==> config.mk <==
export PLATFORM = sky130hd
export DESIGN_NAME = mavg_ram
export DESIGN_NICKNAME = d
export VERILOG_FILES = /design/src/mavg_ram.sv
export SDC_FILE = /design/constraint.sdc
export NUM_CORES = 2
export LEC_CHECK = 0
export BUFFER_PORTS_ARGS = -buffer_cell sky130_fd_sc_hd__buf_4
export CORE_UTILIZATION = 40
export CTS_BUF_LIST = sky130_fd_sc_hd__clkbuf_2
export DETAILED_ROUTE_END_ITERATION = 10
export GPL_TIMING_DRIVEN = 0
export PLACE_DENSITY = 0.56
export SYNTH_ARGS = -nofsm -noshare
export SYNTH_HDL_FRONTEND = slang
export SYNTH_SLANG_ARGS = --single-unit
==> constraint.sdc <==
create_clock -name clk -period 2.5 [get_ports clk]
set_input_delay 0.125 -clock clk [delete_from_list [all_inputs] [get_ports clk]]
set_output_delay 0.125 -clock clk [all_outputs]
set_load 0.005 [all_outputs]
==> src/mavg_ram.sv <==
// generic single-port-write, single-port-read ram with registered read data
`default_nettype none
module mavg_ram #(
  parameter int WIDTH = 16,
  parameter int DEPTH = 256
) (
  input  wire logic                     clk,
  input  wire logic                     we,
  input  wire logic [$clog2(DEPTH)-1:0] waddr,
  input  wire logic [WIDTH-1:0]         wdata,
  input  wire logic [$clog2(DEPTH)-1:0] raddr,
  output logic      [WIDTH-1:0]         rdata
);

  logic [WIDTH-1:0] mem [DEPTH];

  always_ff @(posedge clk) begin
    if (we) begin
      mem[waddr] <= wdata;
    end
    rdata <= mem[raddr];
  end

endmodule
`default_nettype wire

==> flow_metrics.tcl <==
set metrics [dict create \
    async_flop_share_pct 0 \
    synth_area_mm2 0.1587 \
    place_congestion 0.9884 \
    finalWorstSetupSlack_ps -641.5 \
    synth_edf_count 4096 \
    path_common_cell "dlygate4sd3_1" \
    num_io_pins 50 \
    ant_nets 0 \
    htree_levels 7 \
    grt-ovfl-total 0 \
    finalSetupViolations 696 \
    grt_pass1_wl_mm 704.1 \
    critPathKind "in -> reg" \
    ys.flop_type "edfxtp_1" \
    dp_hpwl_mm 350.0 \
    clock-sinks 4112 \
    vdd_drop_max_mv 0.4398 \
    mostFrequentLayoutCells "4096 x edfxtp_1, 1559 x clkbuf_2, 797 x mux4_2, 565 x mux2i_1, 248 x o221ai_1" \
    worst_hold_slack_ps -486.0 \
    ys_types 52 \
    max_cap_viol_count 2 \
    cellLeakagePower_nw 59.99 \
    hold_viol 2 \
    yosysSeqAreaShare_pct 77.70 \
    wl_mm 521.6 \
    rsz0062_at_grt "true" \
    yosysTopAreaCell "edfxtp_1" \
    violations "negative hold slack, max-capacitance violations, max-slew violations, negative setup slack" \
    min_period_ps 3142 \
    cts_tree "built" \
    dieWidth_um 631.9 \
    final_common_cell "edfxtp_1" \
    synthCells 7360 \
    clockBufferDepth 5 \
    core-area_mm2 0.3937 \
    die-area_mm2 0.3993 \
    fmax_mhz 318.3 \
    fin_crit_sh_pct 125.7 \
    num_vias 88340 \
    fin_nets 9023 \
    cp_cell_sequence "buf_4, dlygate4sd3_1, dlygate4sd3_1, clkbuf_1, nand4b_1, buf_4, nor2_1, dlygate4sd3_1, clkbuf_1, o21ai_0, nand4_1, or3_1, nor4_4" \
    cp.arrival_ps 5150 \
    hp-class "in -> reg" \
    synthTopCellsByArea "edfxtp_1 77%, mux4_2 11%, mux2i_1 3.6%" \
    clk_pin_slew_worst_paths_ps 110 \
    p_per_area_mw_per_mm2 704.5 \
    slowest_delay_ps 710 \
    cts_made_buffers 1103 \
    path_max_fanout 10 \
    via_per_inst 5.941 \
    start_kind "primary input" \
    wire_per_inst_um 35.08 \
    route.detailed.drc 0 \
    clock_latency_ps 2250 \
    syn_to_final_growth_pct 16.11 \
    grt_usage_pct 26.05 \
    ys_ff_latch 4112 \
    dr.pass1.iters 6 \
    drv_slew 11 \
    synth_nets 7394 \
    die_h_um 631.9 \
    worstPathRequired_ps 4510 \
    drt_iter0_markers 12311 \
    timing.slew.headroom_pct -5.255 \
    cp-end-kind "flop" \
    place_area_mm2 0.1715 \
    io_buffers 39 \
    status "finished with violations" \
    clockRootBuffer "clkbuf_2" \
    rows 230 \
    critPathSlowestCell "dlygate4sd3_1" \
    worstMarginPinSlew_ps 1579 \
    syn_area_per_cell_um2 21.56 \
    yosys_warnings 0 \
    initial_core_util_pct 40.32 \
    grt_pass1_vias 88144 \
    synthDominantCellAreaShare_pct 77.50 \
    drive_gt1_share_pct 36.07 \
    p_total_mw 129.8 \
    grt_start_max_net_pins 145 \
    antenna_found_initial 43 \
    stdcell_area_mm2 0.1843 \
    clock_skew_ps 247.3 \
]
-- metrics by stage --
stage	setup TNS (ps)	std cells	worst slack, ps	hold slack (ps)	util (%)
final	-48570	14869	-641.5	-486.0	46.81
after global routing	-10020	14858	-567.5	-707.6	46.80
after CTS	-124600	14829	-629.5	-883.0	46.60
after detailed placement	-1559940	12901	-3804	364.2	43.57
after global placement	-9136530	12619	-4262	512.8	42.05
after floorplan	0	7360	210.0	223.9	-
-- where the power goes --
part	switching [mW]	total (mW)	leakage, nW	internal, mW
sequential	0.0569	76.0	36.9	75.9
combinational	6.18	9.17	16.1	2.99
clock	26.9	44.7	6.97	17.8
total	33.2	130	60.0	96.7
-- cells by family (layout without fill, tap and decap cells) --
family,Yosys count,after routing,share of synthesized area (%)
compound gates,786,786,3.537
simple gates,556,556,1.574
mux,1450,1450,15.50
buf+inv,456,2725,1.693
other cells,0,20,0
flops,4112,4112,77.70
-- state kept, by name (all words and copies together) (netlist names) --
name   cells
rdata     16
mem     4096
-- final cells by class --
cell class,count,area (µm²)
buffer,450,2761
multi-input combinational,2792,34680
antenna,20,50.05
sequential,4112,123300
inverter,4,15.01
clock inverter,237,1370
tap,5220,6531
timing repair buffer,526,7998
clock buffer,1508,7547
fill,33341,209400
-- synthesized netlist by cell type (9+ instances only) --
library cell and count:
a211oi_1 18, a21oi_1 175, a221oi_1 28, a22o_1 32, a22oi_1 43, and3_1 11, buf_1 27, buf_2 76
buf_4 26, buf_6 77, buf_8 11, clkbuf_1 230, dfxtp_1 16, edfxtp_1 4096, mux2_2 88, mux2i_1 565
mux4_2 797, nand2_1 38, nand3_1 35, nand4_1 26, nor2_1 304, nor2b_1 9, nor3_1 92, nor4_1 17
o21ai_0 37, o221ai_1 252, o22ai_1 148, o31ai_1 16, o32ai_1 20
-- worst paths after layout --
path,start,to,slack [ps],cells past startpoint
min reg2reg,mem[218][9],rdata[9],1110,6
max reg2reg,mem[195][3],rdata[3],-280,6
min,raddr[2],rdata[4],-490,9
max,raddr[6],rdata[12],-640,13
-- critical path, delay by kind of cell --
family                 cells  cell delay, ps
buffers and inverters      7            2940
AND/OR/NAND/NOR            5            1840
AO/OA/AOI/OAI              1             230
-- per-layer routing --
metal | vias to the layer above | GRT usage [%] | part of all wire (%)
met1 | 46686 | 34.84 | 38
met4 | 10 | 12.76 | 4.7
li1 | 35157 | - | -
met5 | - | 0 | 0.067
met3 | 957 | 7.801 | 11
met2 | 5530 | 38.94 | 45
-- repair_timing --
action | 4_1_cts | 5_1_grt
setup buffers | 0 | 18
hold buffers | 183 | 11
pin swaps | 20 | 22
setup endpoints to repair | 32 | 1514
resized for setup | 163 | 204
gates cloned | 0 | 0
endpoints found under the hold margin | 8208 | 30
Power figures use the tool's default switching activity.
