$ cat config.mk
export PLATFORM = sky130hd
export DESIGN_NAME = mavg_div
export DESIGN_NICKNAME = d
export VERILOG_FILES = /design/src/mavg_pkg.sv /design/src/mavg_div.sv
export SDC_FILE = /design/constraint.sdc
export NUM_CORES = 1
export LEC_CHECK = 0
export BUFFER_PORTS_ARGS = -buffer_cell sky130_fd_sc_hd__buf_2
export CAP_MARGIN = 20
export CORE_MARGIN = 3
export CORE_UTILIZATION = 45
export CTS_CLUSTER_DIAMETER = 80
export DETAILED_ROUTE_END_ITERATION = 12
export GPL_TIMING_DRIVEN = 0
export PLACE_DENSITY_LB_ADDON = 0.05
export SLEW_MARGIN = 0
export SYNTH_ARGS = -nofsm -noshare
export SYNTH_HDL_FRONTEND = slang
export SYNTH_SLANG_ARGS = --single-unit
$ cat constraint.sdc
create_clock -name clk -period 5.8 [get_ports clk]
set_clock_uncertainty 0.05 [all_clocks]
set_input_delay 0.58 -clock clk [delete_from_list [all_inputs] [get_ports clk]]
set_output_delay 0.58 -clock clk [all_outputs]
set_load 0.02 [all_outputs]
$ cat src/mavg_pkg.sv
// shared constants and types for the boxcar moving average filter
`default_nettype none
package mavg_pkg;

  localparam int MAX_TAPS_DEF   = 256;
  localparam int SAMPLE_W       = 16;
  localparam int FILTER_LEN_W   = 8;
  localparam logic [FILTER_LEN_W-1:0] FILTER_LEN_RST = 8'd8;

  typedef enum logic [3:0] {
    ST_IDLE,
    ST_MODW,
    ST_RD,
    ST_UPD,
    ST_SWEEP,
    ST_DIV,
    ST_DIVW,
    ST_OUT
  } mavg_state_t;

endpackage
`default_nettype wire

$ cat src/mavg_div.sv
// restoring divider, one quotient bit per cycle, 16-bit quotient
`default_nettype none
module mavg_div
  import mavg_pkg::*;
#(
  parameter int SUM_W = 24,
  parameter int LEN_W = 9
) (
  input  wire logic                clk,
  input  wire logic                rst_n,
  input  wire logic                start,
  input  wire logic [SUM_W-1:0]    dividend,
  input  wire logic [LEN_W-1:0]    divisor,
  output logic                     done,
  output logic [SAMPLE_W-1:0]      quotient,
  output logic [LEN_W-1:0]         remainder
);

  localparam int STEP_W = $clog2(SAMPLE_W);

  logic                busy_r, busy_nxt;
  logic                done_r, done_nxt;
  logic [STEP_W-1:0]   step_r, step_nxt;
  logic [LEN_W-1:0]    rem_r, rem_nxt;
  logic [SAMPLE_W-1:0] quo_r, quo_nxt;
  logic [LEN_W:0]      trial;
  logic [LEN_W:0]      diff;

  assign trial = {rem_r, quo_r[SAMPLE_W-1]};
  assign diff  = trial - {1'b0, divisor};

  always_comb begin
    busy_nxt = busy_r;
    done_nxt = 1'b0;
    step_nxt = step_r;
    rem_nxt  = rem_r;
    quo_nxt  = quo_r;
    if (start) begin
      // upper part is already below the divisor, so the quotient fits 16 bits
      busy_nxt = 1'b1;
      step_nxt = '0;
      rem_nxt  = LEN_W'(dividend[SUM_W-1:SAMPLE_W]);
      quo_nxt  = dividend[SAMPLE_W-1:0];
    end else if (busy_r) begin
      if (trial >= {1'b0, divisor}) begin
        rem_nxt = diff[LEN_W-1:0];
        quo_nxt = {quo_r[SAMPLE_W-2:0], 1'b1};
      end else begin
        rem_nxt = trial[LEN_W-1:0];
        quo_nxt = {quo_r[SAMPLE_W-2:0], 1'b0};
      end
      step_nxt = step_r + 1'b1;
      if (step_r == STEP_W'(SAMPLE_W - 1)) begin
        busy_nxt = 1'b0;
        done_nxt = 1'b1;
      end
    end
  end

  always_ff @(posedge clk) begin
    if (!rst_n) begin
      busy_r <= 1'b0;
      done_r <= 1'b0;
      step_r <= '0;
    end else begin
      busy_r <= busy_nxt;
      done_r <= done_nxt;
      step_r <= step_nxt;
    end
    rem_r <= rem_nxt;
    quo_r <= quo_nxt;
  end

  assign done      = done_r;
  assign quotient  = quo_r;
  assign remainder = rem_r;

endmodule
`default_nettype wire

==> flow_summary.ini, run 1 <==
[worst_setup_path]
crit_fanout = 5
critPathCaptureType = register
crit_top_cell = inv_1
critPathBufInv = 2
cp_cell_sequence = inv_1 > ha_1 > inv_1 > fa_1 > a211oi_1 > o211ai_1 > a21oi_2 > mux2_1 > mux2_2
critPathKind = reg -> reg
cp-start-kind = register
required_ns = 5.78
critical_path.max_stage_delay_ns = 0.42
crit_family = compound AO/OA/AOI/OAI gates
critPathArrivalTime_ns = 2.84
slowest_stage = fa_1

[global_route]
grt_pass1_wl_mm = 6.941
grt_max_degree = 25
first_global_vias = 1520
track_usage = 0.1749
antenna_found_initial = 0
overflow = 0

[cts]
clk_latency_ns = 0.28
path_clk_slew_ns = 0.07
cts.htree.levels = 2
cts.path.max_buffers = 2
clock_sink_count = 31
cts_tree = built
numCtsBuffers = 5
cts_resized = 0
holdBufCountCts = 0
cts_setup_buffers = 0
root_buffer = clkbuf_8

[power_and_ir_drop]
ir_worst_vdd_uv = 164.4
p_leak_uw = 0.001059
powerDensity_nw_per_um2 = 336.6

[cells_and_area]
fill_cells = 365
drive_above_1_share = 0.3775
final_cell_area_um2 = 2397
fin_nets = 295
utilization = 0.5908
n_antenna_cell = 0
layout_common_cells = buf_2, edfxtp_1, mux2_2, inv_1
multi_input_area_um2 = 954.7
area_delta_synth_final_pct = 25.39
layout_commonest_cell = buf_2
final-seq-area_um2 = 860.8

[synth]
syn_area_um2 = 1912
syn_avg_cell_area_um2 = 10.62
synth_edf_count = 24
synth_ff_type = edfxtp_1
yosysSeqAreaShare = 0.4503
yosys_register_bits = 31
synthesis.nets = 227
synth.distinct_cells = 45
ys_warn_count = 0
synth_cells = 180
synthArstFlopShare = 0

[placed_design]
gp_congestion = 0.7916
dp_hpwl_mm = 3.178
post-place-ws_ns = 2.744
portBuffers = 61
place_area_um2 = 2280

[detailed_routing]
firstDrtPassIters = 8
dr_total_vias = 1558
routedWlPerCell_um = 13.95
antenna_left = 0
routed_wl_mm = 4.170
drc = 0
viasPerCell = 5.211
drt_iter0_drc = 82

[timing]
fmax_mhz = 349.8
min_period_ns = 2.859
relSlewSlack = 0.3888
layout_setup_ws_ns = 2.941
rsz0062_at_grt = no
setup_tns_ns = 0
final-hold-violation-count = 0
setup_viol = 0
slew_viol_final = 0
finalCritPeriodShare = 0.4929
worst_pin_slew_ns = 0.9158

[floorplanning]
die_width_um = 71.18
core_area_um2 = 4058
dieArea_um2 = 5067
die_h_um = 71.18
start_util = 0.4712
num_io_pins = 62
rows = 23

[outcome]
status = finished clean

[run]
cap_violations = 0

[hold_path]
min_path_type = reg -> reg
-- layer usage --
| metal | up-vias | global-route usage | share of wire | routed length, µm |
|---|---|---|---|---|
| li1 | 801 | - | - | - |
| met1 | 705 | 0.2205 | 0.45 | 1892 |
| met2 | 43 | 0.2765 | 0.46 | 1934 |
| met3 | 9 | 0.05398 | 0.068 | 282 |
| met4 | 0 | 0.07516 | 0.014 | 60 |
| met5 | - | 0 | 0 | 0 |
-- layout make-up --
class,instances,area share
buffer,8,0.01514
clock buffer,6,0.03445
clock inverter,2,0.01461
inverter,16,0.02505
multi-input combinational,125,0.3982
sequential,31,0.3591
tap,50,0.02610
timing repair buffer,61,0.1273
-- worst reg2reg max path, cell delays in order, from the launching register on --
cell      delay, ns
edfxtp_1       0.39
inv_1          0.08
ha_1           0.17
inv_1          0.06
fa_1           0.42
a211oi_1       0.30
o211ai_1       0.16
a21oi_2        0.32
mux2_1         0.37
mux2_2         0.27
-- worst paths after layout --
check	from	to	slack, ns	cells after the start
worst max-delay path	quotient[15]$_DFFE_PP_	remainder[1]$_DFFE_PP_	2.94	9
worst min-delay path	step_r[3]$_SDFFE_PP0P_	done$_SDFF_PP0_	0.45	2
worst max register to register	quotient[15]$_DFFE_PP_	remainder[1]$_DFFE_PP_	2.94	9
worst min register to register	step_r[3]$_SDFFE_PP0P_	done$_SDFF_PP0_	0.45	2
-- Yosys cell counts (all sizes together) (5+ instances only) --
library cell,count,area [µm²]
a21oi,13,68.82
clkbuf,5,18.77
dfxtp,7,140.1
edfxtp,24,720.7
ha,10,125.1
inv,16,60.06
mux2,18,202.7
nand2,10,37.54
nor2,12,45.04
nor2b,5,31.28
o21ai,9,45.04
-- registers in the layout, indices dropped and copies added, names as in the netlist --
register   cells
done           1
remainder      9
busy_r         1
quotient      16
step_r         4
-- report_power, final --
part	switching (µW)	total, µW	internal (µW)
Clock	79.4	218	139
Sequential	20.8	298	277
Combinational	168	291	123
-- cells by family after synthesis --
group	after synthesis	synth area share
adder cells (fa/ha/maj)	11	0.07592
buffers and inverters	24	0.05040
AND/OR/NAND/NOR	41	0.1113
flip-flops	31	0.4503
AO/OA/AOI/OAI	47	0.1675
XOR/XNOR	5	0.02290
multiplexers	21	0.1217
-- metrics by stage --
stage	cells	power, µW	hold slack, ns
finish	299	807.0	0.4487
global route	299	861.6	0.4655
CTS	299	814.2	0.4534
detailed placement	291	594.3	0.4400
global placement	291	593.7	0.4380
floorplan	180	514.0	0.4121
No activity file was read; power rests on OpenSTA's default activity.
==> run 2, diff against run 1 <==
Settings changed: ABC_AREA set to 1.
Clock period 5.8 ns to 3 ns, I/O delays scaled along.
==> flow_summary.ini, run 2 <==
[power_and_ir_drop]
powerDensity_nw_per_um2 = 599.6
total_power_uw = 1452
ir_worst_vdd_uv = 323.5
p_leak_uw = 0.001328

[detailed_routing]
dr_total_vias = 1744
routed_wl_mm = 4.335
routedWlPerCell_um = 11.44
antenna_left = 0
viasPerCell = 4.602
drt_iter0_drc = 90
drc = 0
firstDrtPassIters = 4

[synth]
synthArstFlopShare = 0
synth_mux_area_frac = 0
synthAdderAreaFrac = 0.07337
synth-xor-area-share = 0.01328
synth_edf_count = 24
synth_ff_type = edfxtp_1
syn_area_um2 = 1978
ys_warn_count = 0
synthSimpleGateAreaFrac = 0.3675
yosys.area.top_type = edfxtp_1
synthesis.nets = 308
synth.distinct_cells = 23
yosysSeqAreaShare = 0.4352
syn_avg_cell_area_um2 = 7.579
synth_top_family_by_area = simple AND/OR/NAND/NOR gates
synth_cells = 261
synthTopCellsByCount = nand2_1, inv_1, edfxtp_1
synth_compound_area_frac = 0.02024
yosys_register_bits = 31
yosys-top-cells-area = edfxtp_1, nand2_1, dfxtp_1
yosys.area.top_type_share = 0.3643
synth.most_common_cell = nand2_1

[timing]
final-hold-violation-count = 0
min_period_ns = 2.137
layout_setup_ws_ns = 0.8634
slew_viol_final = 0
relSlewSlack = 0.3697
setup_tns_ns = 0
fmax_mhz = 468.0
setup_viol = 0
rsz0062_at_grt = no
worst_pin_slew_ns = 0.9444
finalCritPeriodShare = 0.7122

[worst_setup_path]
ff2ff_path_depth = 12
critPathArrivalTime_ns = 2.13
crit_fanout = 10
cp-start-kind = register
critPathCaptureType = register
critPathKind = reg -> reg
required_ns = 2.99

[global_route]
grt_pass1_wl_mm = 7.031
overflow = 0
track_usage = 0.1735
antenna_found_initial = 0
first_global_vias = 1618
grt_max_degree = 25

[cells_and_area]
utilization = 0.5886
fin_cells = 379
n_antenna_cell = 0
largest_reg_flops = 16
final-seq-area_um2 = 860.8
multi_input_area_um2 = 938.4
layout_common_cells = nand2_1, buf_2, inv_1, edfxtp_1, nand3_1
drive_above_1_share = 0.2340
layout_commonest_cell = nand2_1
area_delta_synth_final_pct = 22.45
fill_cells = 417
fin_nets = 375

[cts]
clock_sink_count = 31
numCtsBuffers = 5
cts_setup_buffers = 0
path_clk_slew_ns = 0.06
clk_latency_ns = 0.28
cts.path.max_buffers = 2
cts_resized = 0
holdBufCountCts = 0
cts_tree = built
root_buffer = clkbuf_8
cts.htree.levels = 2

[floorplanning]
die_h_um = 72.30
rows = 23
core_area_um2 = 4115
dieArea_um2 = 5227
start_util = 0.4807
die_width_um = 72.30
num_io_pins = 62

[hold_path]
min_path_type = in -> reg
hold_depth = 3

[placed_design]
dp.cells = 371
portBuffers = 60
post-place-ws_ns = 0.8406
gp_congestion = 0.7618
dp_hpwl_mm = 3.382

[outcome]
status = finished clean

[run]
cap_violations = 0
-- run 2: changes by cell type after synthesis, moves of 5 or more --
cell and change:
nand3_1 +19, o21ai_0 -5, a21oi_1 -6, nand3b_1 +5, nand2_1 +105, inv_1 +20
nor2b_1 -5, mux2_2 -17
-- run 2: layout make-up --
type | instances | share of cell area
multi-input combinational | 186 | 0.3874
sequential | 31 | 0.3554
timing repair buffer | 60 | 0.1240
inverter | 37 | 0.05837
clock buffer | 7 | 0.03151
tap | 50 | 0.02583
buffer | 7 | 0.01550
clock inverter | 1 | 0.002066
-- run 2: final timing paths --
check                            to                   start  slack (ns)
max          remainder[7]$_DFFE_PP_  quotient[15]$_DFFE_PP_        0.86
min               busy_r$_SDFF_PN0_                   rst_n        0.22
max reg2reg  remainder[7]$_DFFE_PP_  quotient[15]$_DFFE_PP_        0.86
min reg2reg  step_r[3]$_SDFFE_PP0P_  step_r[3]$_SDFFE_PP0P_        0.43
-- run 2: per-stage QoR --
stage,hold slack [ns],instance area (µm²)
final,0.2235,2422
after global placement,0.4027,2341
after CTS,0.2159,2422
after floorplan,0.3818,1978
after detailed placement,0.4160,2341
after global routing,0.2140,2422
-- run 2: logic make-up (layout without fill, tap and decap cells) --
group,Yosys count,after routing
AO/OA/AOI/OAI,8,8
XOR/XNOR,3,3
adder cells (fa/ha/maj),11,11
buffers and inverters,44,112
flip-flops,31,31
AND/OR/NAND/NOR,164,164
-- run 2: report_power, final --
part	internal, µW	switching, µW
Clock	162	148
Combinational	219	352
Sequential	533	38.0
Total	914	538
-- run 2: worst max-delay path, stage by stage (launching register included) --
cell and delay, ns:
edfxtp_1 0.39, inv_1 0.09, ha_1 0.14, inv_1 0.07
fa_1 0.42, nand2_1 0.12, nand3_1 0.13, nand2_4 0.17
nand2_8 0.10, nand2_4 0.08, nand2_2 0.04, nand2_1 0.05
nand2_1 0.04
-- run 2: per-layer routing --
metal,track usage,share of wire,routed length (µm),up-vias
met3,0.05540,0.058,250,4
li1,-,-,-,951
met4,0.05846,0.011,46,0
met5,0,0,0,-
met2,0.2740,0.47,2044,41
met1,0.2249,0.46,1994,748
